[src/ecrt_pkg.sv]
// ecrt_pkg: shared constants, controller states and command/status structs
// for the extended crt combiner; no dependencies
package ecrt_pkg;
   localparam int unsigned VALUE_WIDTH_DEF = 62;

   typedef enum logic [4:0] {
      ST_IDLE,
      ST_MODM,     // m = m ? m : 1, start r mod m
      ST_RMOD,     // r mod m
      ST_AMOD,     // A mod m
      ST_C,        // c = (r + m - a) mod m
      ST_GCD,      // gcd operands: a = M, b = m
      ST_GCDW,
      ST_PG,       // pg = m / g
      ST_PGW,
      ST_CG,       // c mod g, c / g
      ST_CGW,
      ST_OVF,      // VMASK / pg
      ST_OVFW,
      ST_MG,       // M / g
      ST_MGW,
      ST_MGP,      // (M/g) mod pg
      ST_MGPW,
      ST_CGP,      // (c/g) mod pg
      ST_CGPW,
      ST_INV,      // euclid: r0 / r1
      ST_INVW,
      ST_INVM,     // q*t1 mod pg
      ST_INVMW,
      ST_INVT,     // t2 update
      ST_TMUL,     // t = inv * cg mod pg
      ST_TMULW,
      ST_PROD,     // M*t
      ST_PRODW,
      ST_LCMW,     // M*pg
      ST_OUT
   } state_type;

   typedef enum logic [4:0] {
      OP_NONE, OP_LOAD, OP_FIXM, OP_DIV_RM, OP_DIV_AM, OP_SETC, OP_GCD_INIT,
      OP_DIV_GCD, OP_GCD_STEP, OP_DIV_PG, OP_SET_PG, OP_DIV_CG, OP_SET_CG,
      OP_DIV_OVF, OP_SET_OVF, OP_DIV_MG, OP_DIV_MGP, OP_SET_MGP, OP_DIV_CGP,
      OP_SET_CGP, OP_DIV_INV, OP_MUL_INV, OP_INV_STEP, OP_MUL_T, OP_MUL_PROD,
      OP_COMMIT, OP_SET_RM, OP_SET_AM, OP_SET_MG, OP_MUL_LCM, OP_CLOSE
   } op_type;

   typedef struct packed {
      op_type op;
   } cmd_type;

   typedef struct packed {
      logic unit_busy;   // divider or multiplier running
      logic gcd_zero;    // b == 0
      logic r1_zero;
      logic fail_hit;    // c mod g != 0
      logic ovf_hit;     // M > VMASK / pg
      logic pg_gt1;
      logic skip;        // a flag already set (fail or overflow)
      logic at_start;
   } status_type;
endpackage

[src/ecrt_datapath.sv]
// ecrt_datapath: operand registers, shared restoring divider and shared
// shift-and-add modular multiplier; depends on ecrt_pkg
module ecrt_datapath import ecrt_pkg::*; #(
   parameter int unsigned VALUE_WIDTH = VALUE_WIDTH_DEF
) (
   input  logic                   clock,
   input  logic                   reset,
   input  cmd_type                cmd,
   input  logic [VALUE_WIDTH-1:0] m_in_val,
   input  logic [VALUE_WIDTH-1:0] r_in_val,
   input  logic                   last_in_val,
   output status_type             status,
   output logic [VALUE_WIDTH-1:0] sol_out,
   output logic [VALUE_WIDTH-1:0] mod_out,
   output logic                   fail_out,
   output logic                   ovf_out,
   output logic                   last_out
);
   localparam int W = VALUE_WIDTH;
   localparam int CW = $clog2(W + 1);
   localparam logic [W-1:0] VMASK = {W{1'b1}};
   localparam logic [W-1:0] ONE = W'(1);

   // architectural state
   logic [W-1:0] sol_ff, sol_in, mod_ff, mod_in;
   logic         fail_ff, fail_in, ovf_ff, ovf_in, start_ff, start_in, last_ff, last_in;
   // working registers
   logic [W-1:0] m_ff, m_in, r_ff, r_in, c_ff, c_in, ga_ff, ga_in, gb_ff, gb_in;
   logic [W-1:0] pg_ff, pg_in, cg_ff, cg_in, mg_ff, mg_in;
   logic [W-1:0] r0_ff, r0_in, r1_ff, r1_in, t0_ff, t0_in, t1_ff, t1_in;
   logic [W-1:0] t_ff, t_in;
   logic         fhit_ff, fhit_in, ohit_ff, ohit_in;

   // divider: dq / dd -> quotient, remainder
   logic [W-1:0] dq_ff, dq_in, dd_ff, dd_in, rem_ff, rem_in;
   logic [CW-1:0] dcnt_ff, dcnt_in;
   logic         dbusy_ff, dbusy_in;
   logic [W:0]   dtrial;

   // multiplier: (ma*mb) mod mn, or plain product (mplain set means plain)
   logic [W-1:0] ma_ff, ma_in, mb_ff, mb_in, mn_ff, mn_in, acc_ff, acc_in;
   logic         mbusy_ff, mbusy_in, mplain_ff, mplain_in;
   logic [W:0]   msum, mdbl;
   logic [W-1:0] msum_r, mdbl_r;

   always_comb begin
      dtrial = {rem_ff, dq_ff[W-1]} - {1'b0, dd_ff};
      msum = {1'b0, acc_ff} + {1'b0, ma_ff};
      mdbl = {ma_ff, 1'b0};
      msum_r = (!mplain_ff && msum >= {1'b0, mn_ff}) ? W'(msum - {1'b0, mn_ff}) : msum[W-1:0];
      mdbl_r = (!mplain_ff && mdbl >= {1'b0, mn_ff}) ? W'(mdbl - {1'b0, mn_ff}) : mdbl[W-1:0];
   end

   task automatic start_div(input logic [W-1:0] n, input logic [W-1:0] d);
      dq_in = n; dd_in = d; rem_in = '0; dcnt_in = CW'(W); dbusy_in = 1'b1;
   endtask

   task automatic start_mul(input logic [W-1:0] a, input logic [W-1:0] b,
                            input logic [W-1:0] n, input logic plain);
      ma_in = a; mb_in = b; mn_in = n; acc_in = '0; mbusy_in = 1'b1; mplain_in = plain;
   endtask

   always_comb begin
      logic [W-1:0] s;
      s = '0;
      sol_in = sol_ff; mod_in = mod_ff; fail_in = fail_ff; ovf_in = ovf_ff;
      start_in = start_ff; last_in = last_ff;
      m_in = m_ff; r_in = r_ff; c_in = c_ff; ga_in = ga_ff; gb_in = gb_ff;
      pg_in = pg_ff; cg_in = cg_ff; mg_in = mg_ff; r0_in = r0_ff; r1_in = r1_ff;
      t0_in = t0_ff; t1_in = t1_ff; t_in = t_ff; fhit_in = fhit_ff; ohit_in = ohit_ff;
      dq_in = dq_ff; dd_in = dd_ff; rem_in = rem_ff; dcnt_in = dcnt_ff; dbusy_in = dbusy_ff;
      ma_in = ma_ff; mb_in = mb_ff; mn_in = mn_ff; acc_in = acc_ff;
      mbusy_in = mbusy_ff; mplain_in = mplain_ff;

      // divider iteration
      if (dbusy_ff) begin
         if (!dtrial[W]) begin
            rem_in = dtrial[W-1:0]; dq_in = {dq_ff[W-2:0], 1'b1};
         end else begin
            rem_in = {rem_ff[W-2:0], dq_ff[W-1]}; dq_in = {dq_ff[W-2:0], 1'b0};
         end
         dcnt_in = dcnt_ff - CW'(1);
         if (dcnt_ff == CW'(1)) dbusy_in = 1'b0;
      end
      // multiplier iteration
      if (mbusy_ff) begin
         if (mb_ff == '0) mbusy_in = 1'b0;
         else begin
            if (mb_ff[0]) acc_in = msum_r;
            ma_in = mdbl_r;
            mb_in = mb_ff >> 1;
         end
      end

      unique case (cmd.op)
         OP_LOAD: begin
            m_in = m_in_val; r_in = r_in_val; last_in = last_in_val;
         end
         OP_FIXM: begin
            if (m_ff == '0) m_in = ONE;
            start_div(r_ff, (m_ff == '0) ? ONE : m_ff);
         end
         OP_DIV_RM: start_div(sol_ff, m_ff);
         OP_SET_RM: begin
            r_in = rem_ff;
            if (start_ff) begin
               mod_in = m_ff; sol_in = rem_ff; fail_in = 1'b0; ovf_in = 1'b0;
               start_in = 1'b0;
            end
         end
         OP_DIV_AM: start_div(sol_ff, m_ff);
         OP_SET_AM: begin
            // c = (r + m - a) mod m, all below m
            s = r_ff - rem_ff;
            c_in = (r_ff >= rem_ff) ? s : W'(s + m_ff);
         end
         OP_SETC: begin
            ga_in = mod_ff; gb_in = m_ff;
         end
         OP_DIV_GCD: start_div(ga_ff, gb_ff);
         OP_GCD_STEP: begin
            ga_in = gb_ff; gb_in = rem_ff;
         end
         OP_DIV_PG: start_div(m_ff, ga_ff);
         OP_SET_PG: begin
            pg_in = dq_ff; start_div(c_ff, ga_ff);
         end
         OP_SET_CG: begin
            cg_in = dq_ff; fhit_in = (rem_ff != '0);
            start_div(VMASK, pg_ff);
         end
         OP_SET_OVF: begin
            ohit_in = (mod_ff > dq_ff);
            if (fhit_ff) fail_in = 1'b1;
            else if (mod_ff > dq_ff) ovf_in = 1'b1;
            start_div(mod_ff, ga_ff);
         end
         OP_SET_MG: begin
            mg_in = dq_ff; start_div(dq_ff, pg_ff);
         end
         OP_SET_MGP: begin
            mg_in = rem_ff; start_div(cg_ff, pg_ff);
         end
         OP_SET_CGP: begin
            cg_in = rem_ff;
            r0_in = pg_ff; r1_in = mg_ff; t0_in = '0; t1_in = ONE;
         end
         OP_DIV_INV: start_div(r0_ff, r1_ff);
         // a quotient equal to pg reduces to zero inside the multiplier
         OP_MUL_INV: start_mul(dq_ff, t1_ff, pg_ff, 1'b0);
         OP_INV_STEP: begin
            s = t0_ff - acc_ff;
            t1_in = (t0_ff >= acc_ff) ? s : W'(s + pg_ff);
            t0_in = t1_ff; r0_in = r1_ff; r1_in = rem_ff;
         end
         OP_MUL_T: start_mul(t0_ff, cg_ff, pg_ff, 1'b0);
         OP_MUL_PROD: begin
            t_in = status.pg_gt1 ? acc_ff : '0;
            start_mul(mod_ff, status.pg_gt1 ? acc_ff : '0, '0, 1'b1);
         end
         OP_MUL_LCM: begin
            // new solution held in t while the multiplier forms M*pg
            t_in = sol_ff + acc_ff;
            start_mul(mod_ff, pg_ff, '0, 1'b1);
         end
         OP_COMMIT: begin
            sol_in = t_ff;
            mod_in = acc_ff;
         end
         OP_CLOSE: if (last_ff) start_in = 1'b1;
         default: ;
      endcase
   end

   always_ff @(posedge clock) begin
      if (reset) begin
         sol_ff <= '0; mod_ff <= ONE; fail_ff <= 1'b0; ovf_ff <= 1'b0; start_ff <= 1'b1;
         dbusy_ff <= 1'b0; mbusy_ff <= 1'b0;
      end else begin
         sol_ff <= sol_in; mod_ff <= mod_in; fail_ff <= fail_in; ovf_ff <= ovf_in;
         start_ff <= start_in;
         dbusy_ff <= dbusy_in; mbusy_ff <= mbusy_in;
      end
   end

   always_ff @(posedge clock) begin
      last_ff <= last_in; m_ff <= m_in; r_ff <= r_in; c_ff <= c_in; ga_ff <= ga_in;
      gb_ff <= gb_in; pg_ff <= pg_in; cg_ff <= cg_in; mg_ff <= mg_in; r0_ff <= r0_in;
      r1_ff <= r1_in; t0_ff <= t0_in; t1_ff <= t1_in; t_ff <= t_in; fhit_ff <= fhit_in;
      ohit_ff <= ohit_in; dq_ff <= dq_in; dd_ff <= dd_in; rem_ff <= rem_in;
      dcnt_ff <= dcnt_in; ma_ff <= ma_in; mb_ff <= mb_in; mn_ff <= mn_in;
      acc_ff <= acc_in; mplain_ff <= mplain_in;
   end

   always_comb begin
      status.unit_busy = dbusy_ff | mbusy_ff;
      status.gcd_zero  = (gb_ff == '0);
      status.r1_zero   = (r1_ff == '0);
      status.fail_hit  = fhit_ff;
      status.ovf_hit   = ohit_ff;
      status.pg_gt1    = (pg_ff > ONE);
      status.skip      = fail_ff | ovf_ff;
      status.at_start  = start_ff;
   end

   assign sol_out  = sol_ff;
   assign mod_out  = mod_ff;
   assign fail_out = fail_ff;
   assign ovf_out  = ovf_ff;
   assign last_out = last_ff;
endmodule

[src/ecrt_ctrl.sv]
// ecrt_ctrl: sequencer for one congruence merge; issues datapath commands
// and runs the handshakes; depends on ecrt_pkg
module ecrt_ctrl import ecrt_pkg::*; (
   input  logic       clock,
   input  logic       reset,
   input  logic       req_valid,
   output logic       req_ready,
   output logic       rsp_valid,
   input  logic       rsp_ready,
   input  status_type status,
   output cmd_type    cmd,
   output logic       close_sys
);
   state_type state_ff, state_in;
   logic      out_ff, out_in;

   always_ff @(posedge clock) begin
      if (reset) begin
         state_ff <= ST_IDLE; out_ff <= 1'b0;
      end else begin
         state_ff <= state_in; out_ff <= out_in;
      end
   end

   always_comb begin
      state_in = state_ff; out_in = out_ff; cmd.op = OP_NONE; close_sys = 1'b0;
      req_ready = (state_ff == ST_IDLE);
      if (out_ff && rsp_ready) out_in = 1'b0;
      unique case (state_ff)
         ST_IDLE: if (req_valid && req_ready) begin
            cmd.op = OP_LOAD; state_in = ST_MODM;
         end
         ST_MODM: begin cmd.op = OP_FIXM; state_in = ST_RMOD; end
         ST_RMOD: if (!status.unit_busy) begin
            cmd.op = OP_SET_RM;
            state_in = (status.at_start || status.skip) ? ST_OUT : ST_AMOD;
         end
         ST_AMOD: begin cmd.op = OP_DIV_AM; state_in = ST_C; end
         ST_C: if (!status.unit_busy) begin cmd.op = OP_SET_AM; state_in = ST_GCD; end
         ST_GCD: begin cmd.op = OP_SETC; state_in = ST_GCDW; end
         ST_GCDW: if (status.gcd_zero) state_in = ST_PG;
                  else begin cmd.op = OP_DIV_GCD; state_in = ST_PGW; end
         ST_PGW: if (!status.unit_busy) begin cmd.op = OP_GCD_STEP; state_in = ST_GCDW; end
         ST_PG: begin cmd.op = OP_DIV_PG; state_in = ST_CG; end
         ST_CG: if (!status.unit_busy) begin cmd.op = OP_SET_PG; state_in = ST_CGW; end
         ST_CGW: if (!status.unit_busy) begin cmd.op = OP_SET_CG; state_in = ST_OVF; end
         ST_OVF: if (!status.unit_busy) begin cmd.op = OP_SET_OVF; state_in = ST_OVFW; end
         ST_OVFW: if (status.fail_hit || status.ovf_hit) state_in = ST_MGW;
                  else state_in = ST_MG;
         ST_MG: if (!status.unit_busy) begin cmd.op = OP_SET_MG; state_in = ST_MGP; end
         ST_MGP: if (!status.unit_busy) begin cmd.op = OP_SET_MGP; state_in = ST_MGPW; end
         ST_MGPW: if (!status.unit_busy) begin
            cmd.op = OP_SET_CGP;
            state_in = status.pg_gt1 ? ST_INV : ST_TMULW;
         end
         ST_INV: if (status.r1_zero) state_in = ST_TMUL;
                 else begin cmd.op = OP_DIV_INV; state_in = ST_INVW; end
         ST_INVW: if (!status.unit_busy) begin cmd.op = OP_MUL_INV; state_in = ST_INVM; end
         ST_INVM: state_in = ST_INVMW;
         ST_INVMW: if (!status.unit_busy) begin cmd.op = OP_INV_STEP; state_in = ST_INV; end
         ST_TMUL: begin cmd.op = OP_MUL_T; state_in = ST_CGPW; end
         ST_CGPW: state_in = ST_TMULW;
         ST_TMULW: if (!status.unit_busy) begin cmd.op = OP_MUL_PROD; state_in = ST_PROD; end
         ST_PROD: state_in = ST_PRODW;
         ST_PRODW: if (!status.unit_busy) begin cmd.op = OP_MUL_LCM; state_in = ST_LCMW; end
         ST_LCMW: if (!status.unit_busy) begin cmd.op = OP_COMMIT; state_in = ST_OUT; end
         ST_MGW: if (!status.unit_busy) state_in = ST_OUT;
         ST_OUT: if (!out_ff || rsp_ready) begin
            cmd.op = OP_CLOSE; close_sys = 1'b1; out_in = 1'b1; state_in = ST_IDLE;
         end
         default: state_in = ST_IDLE;
      endcase
   end

   assign rsp_valid = out_ff;
endmodule

[src/extended_crt_combiner_top.sv]
// extended_crt_combiner_top: top level of the crt combiner, controller plus
// datapath and the output register; depends on ecrt_pkg, ecrt_ctrl, ecrt_datapath
//
//  channel | direction | handshake            | word
//  req     | in        | req_valid/req_ready  | modulus, residue, last
//  rsp     | out       | rsp_valid/rsp_ready  | solution, combined_modulus, flags
//
// one word at a time: a merge chains about eight divisions, one more per gcd step,
// a division and a multiply per inverse step and two or three multiplies at the end
// each division forms its quotient one bit a cycle, each multiply consumes one bit
// of its multiplier a cycle and stops once the multiplier bits left are zero
// first word of a system, or a word after a flag, needs only the r mod m division
// reset is synchronous and restores the empty system (solution 0, modulus 1)
// the result sits in an output register; a stalled rsp only holds the next word
module extended_crt_combiner_top import ecrt_pkg::*; #(
   parameter int unsigned VALUE_WIDTH = VALUE_WIDTH_DEF
) (
   input  logic                   clock,
   input  logic                   reset,
   input  logic                   req_valid,
   output logic                   req_ready,
   input  logic [61:0]            req_modulus,
   input  logic [61:0]            req_residue,
   input  logic                   req_last,
   output logic                   rsp_valid,
   input  logic                   rsp_ready,
   output logic [61:0]            rsp_solution,
   output logic [61:0]            rsp_combined_modulus,
   output logic                   rsp_no_solution,
   output logic                   rsp_overflow,
   output logic                   rsp_done_res
);
   cmd_type    cmd;
   status_type status;
   logic       close_sys;
   logic [VALUE_WIDTH-1:0] sol, modv;
   logic fail, ovf, lst;

   // output word register, loaded as the merge completes
   logic [61:0] osol_ff, omod_ff;
   logic        ofail_ff, oovf_ff, olast_ff;

   ecrt_ctrl u_ctrl (
      .clock, .reset, .req_valid, .req_ready, .rsp_valid, .rsp_ready,
      .status, .cmd, .close_sys
   );

   ecrt_datapath #(.VALUE_WIDTH(VALUE_WIDTH)) u_dp (
      .clock, .reset, .cmd,
      .m_in_val(req_modulus[VALUE_WIDTH-1:0]),
      .r_in_val(req_residue[VALUE_WIDTH-1:0]),
      .last_in_val(req_last),
      .status, .sol_out(sol), .mod_out(modv), .fail_out(fail), .ovf_out(ovf),
      .last_out(lst)
   );

   always_ff @(posedge clock) begin
      if (close_sys) begin
         osol_ff <= 62'(sol); omod_ff <= 62'(modv);
         ofail_ff <= fail; oovf_ff <= ovf; olast_ff <= lst;
      end
   end

   assign rsp_solution         = osol_ff;
   assign rsp_combined_modulus = omod_ff;
   assign rsp_no_solution      = ofail_ff;
   assign rsp_overflow         = oovf_ff;
   assign rsp_done_res         = olast_ff;
endmodule

[config.mk]
export PLATFORM = sky130hd
export DESIGN_NAME = extended_crt_combiner_top
export DESIGN_NICKNAME = d
export VERILOG_FILES = /design/src/ecrt_pkg.sv /design/src/ecrt_datapath.sv /design/src/ecrt_ctrl.sv /design/src/extended_crt_combiner_top.sv
export SDC_FILE = /design/constraint.sdc
export NUM_CORES = 2
export LEC_CHECK = 0
export BUFFER_PORTS_ARGS = -buffer_cell sky130_fd_sc_hd__clkbuf_2
export CAP_MARGIN = 5
export CORE_MARGIN = 4
export CORE_UTILIZATION = 45
export CTS_CLUSTER_DIAMETER = 40
export DETAILED_ROUTE_END_ITERATION = 7
export HOLD_SLACK_MARGIN = 0.12
export MAX_ROUTING_LAYER = met4
export PLACE_DENSITY = 0.6
export SETUP_SLACK_MARGIN = 0.05
export SLEW_MARGIN = 20
export SYNTH_ARGS = -nofsm -noshare
export SYNTH_HDL_FRONTEND = slang
export SYNTH_SLANG_ARGS = --single-unit
[constraint.sdc]
create_clock -name clock -period 30.5 [get_ports clock]
set_clock_uncertainty 0.1 [all_clocks]
set_input_delay 6.1 -clock clock [delete_from_list [all_inputs] [get_ports clock]]
set_output_delay 6.1 -clock clock [all_outputs]
set_load 0.02 [all_outputs]
==> results.json <==
{
  "status": "finished with violations",
  "violations": "DRC",
  "antenna_left": 0,
  "clkSinkCount": 1512,
  "syn-cell-area_mm2": 0.1008,
  "area.growth.synth_to_final_pct": 15.23,
  "routed_length_per_instance_um": 29.66,
  "postSynthNetCount": 11780,
  "cts_made_buffers": 311,
  "number_of_vias_after_detailed_routing": 93050,
  "net-switching-power_mw": 7.841,
  "final_nets": 11950,
  "ctsHoldBuffers": 0,
  "bufs_on_longest_clock_path": 4,
  "slew_headroom_pct": 7.238,
  "post_synth_main_area_contributors": "edfxtp_1 (37%), ha_1 (7.7%), nand2_1 (5.5%)",
  "synth-edff-count": 1247,
  "combPwrFrac_pct": 56.5,
  "leak_nw": 46.81,
  "timing_worst_setup_path_type": "input pin to register",
  "arrival_ps": 10650,
  "setup_repair_after_global_routing_missed_its_margin": "no",
  "share_seq_of_total_power_pct": 22.9,
  "layout.core_utilization_pct": 52.18,
  "htree_levels": 5,
  "die_y_um": 481.2,
  "timing.hold.worst.class": "register to register",
  "synthDominantAreaCellType": "edfxtp_1",
  "total_of_fill_cells_in_the_finished_design": 20560,
  "worst_setup_path_start_kind": "input pin",
  "synth_sequential_area_ratio_pct": 42.43,
  "row_count": 173,
  "die_width_um": 481.2,
  "synth.yosys.warnings": 0,
  "pin_count_of_the_biggest_net_entering_global_routing": 174,
  "powerDensity_mw_per_mm2": 143.2,
  "worst_skew_late_latency_ps": 940,
  "crit_path_capture_type": "register",
  "synth_top_cell_area_share_pct": 37.17,
  "ys_seq_elements": 1512,
  "final_critical_path_time_including_i_o_delays_and_setup_ps": 9959,
  "gr-total-overflow": 0,
  "worstMarginPinSlew_ps": 1379,
  "post-place-ws_ps": 19660,
  "i_o_pin_count": 258,
  "maxCapViolCount": 0,
  "antenna_found_initial": 19,
  "placed_cell_area_mm2": 0.1055,
  "power.share.clock_pct": 20.7,
  "residual_drc": 14,
  "final_layout_size_suffix_gt1_share_pct": 10.68,
  "clkSlewWorstSetupHoldPaths_ps": 60,
  "first_global_vias": 86030,
  "post_synth_inst_count": 11020,
  "crit_required_ps": 31190,
  "floorplan.initialDensity_pct": 45.28,
  "cts_resized": 0,
  "drtIter0Drc": 13520,
  "total_internal_power_mw": 8.787,
  "worst_slack_ps": 20540,
  "power_switching_share_pct": 47.16,
  "fin_crit_sh_pct": 32.65,
  "floorplan.core_area_mm2": 0.2225,
  "cts_root_buffer": "clkbuf_16",
  "post_cts_buffers": 0,
  "grt_first_pass_wirelength_um": 601600,
  "tritoncts": "done",
  "post-route-cell-area_mm2": 0.1161,
  "timing.setup.tns_ps": 0,
  "place_congestion": 1.007,
  "globalRouteTotalUtil_pct": 36.49,
  "worstPathMaxFanout": 64,
  "post-dp-hpwl_um": 327500,
  "final_hold_viol_count": 0,
  "route.final.wire_length_um": 427900,
  "worst_ir_drop_vdd_mv": 0.1489,
  "synth_top_flop_cell": "edfxtp_1",
  "pins_over_their_slew_limit": 0,
  "drt-vias-per-instance": 6.448,
  "max_freq_mhz": 100.4,
  "layout_commonest_cell": "nand2_1",
  "most_frequent_cells_in_the_layout": "nand2_1 (1,464), edfxtp_1 (1,247), a21oi_1 (940)",
  "post-layout-total-power_mw": 16.63,
  "die_area_mm2": 0.2315,
  "dr.pass1.iters": 8,
  "yosysUniqueCellTypes": 103,
  "numPortBuffers": 257,
  "setup_violators_final": 0,
  "async_reset_ff_share_pct": 0,
  "post_synth.cell_area_avg_um2": 9.140
}
cell families (layout without fill, tap and decap cells):
group,count (synthesis),in the layout,synth area share (%)
compound gates,3464,3464,22.29
flops,1512,1512,42.43
xor+xnor,502,502,4.364
other cells,0,25,0
mux,282,282,2.897
buf+inv,1138,1544,4.333
simple gates,3498,3498,15.82
fa+ha+maj,628,628,7.866
metrics by stage:
step / std cells / hold WS, ps
after floorplan: 11020 / 324.4
after global placement: 13850 / 371.9
after detailed placement: 13850 / 387.8
after CTS: 14400 / 401.0
after global routing: 14410 / 403.9
final: 14430 / 392.0
power groups by stage:
stage	combinational [mW]	clock [mW]	sequential [mW]
CTS	9.16	3.47	3.74
floorplan	6.63	0	3.49
finish	9.39	3.44	3.80
detailed placement	9.10	0	3.77
global route	10.2	3.57	3.80
global placement	9.00	0	3.77
layout make-up:
cell class                      instances  area (um^2)  share of cell area [%]
Multi-Input combinational cell       8374        53980                   46.50
Sequential cell                      1512        42750                   36.82
Clock buffer                          350         8185                   7.050
Tap cell                             2975         3722                   3.206
Timing Repair Buffer                  521         3308                   2.849
Clock inverter                        200         2296                   1.977
Inverter                              473         1790                   1.542
Antenna cell                           25        62.56                 0.05388
synthesized netlist by cell type (all sizes together), types with 76 or more instances:
cell type and n:
nand4 212, nand2 1474, o21a 93, nand3 255
xor2 198, mux2 77, and2 171, o21bai 89
a211oi 196, nor2 766, xnor2 304, nor3 124
and3 76, nand2b 81, inv 471, a21oi 944
nor2b 112, ha 619, buf 85, nor4 129
mux2i 205, clkbuf 580, a222oi 242, a21o 361
dfxtp 265, a221oi 146, o21ai 878, edfxtp 1247
a31oi 141
path summary, 6_finish.rpt:
kind / from / endpoint / slack [ps] / cells after the start
setup / recovery: rsp_ready / u_dp.rem_ff[17]$_SDFFE_PP0P_ / 20540 / 16
hold / removal: u_dp.last_out$_DFFE_PP_ / rsp_done_res$_DFFE_PP_ / 390 / 0
setup reg to reg: u_dp.acc_ff[2]$_SDFFE_PN0P_ / u_dp.acc_ff[29]$_SDFFE_PN0P_ / 22280 / 25
hold reg to reg: u_dp.last_out$_DFFE_PP_ / rsp_done_res$_DFFE_PP_ / 390 / 0
worst max-delay path: stages:
cell and delay [ps]:
clkbuf_2 70, nand2b_1 160, nand2b_1 280, inv_6 270, a211oi_1 310, o21ai_1 230
or2_1 320, a211o_2 340, buf_4 320, and3_2 300, buf_4 330, inv_2 130
buf_4 540, buf_4 560, or3_1 180, o21ai_0 70
layer usage:
metal / global-route usage, % / vias up / part of all wire [%]
met5: - / - / 0
met4: 14.28 / 0 / 4.6
met3: 8.543 / 723 / 12
met2: 49.88 / 5556 / 40
met1: 51.89 / 45100 / 43
li1: - / 41670 / -
(Power assumes the default switching activity.)
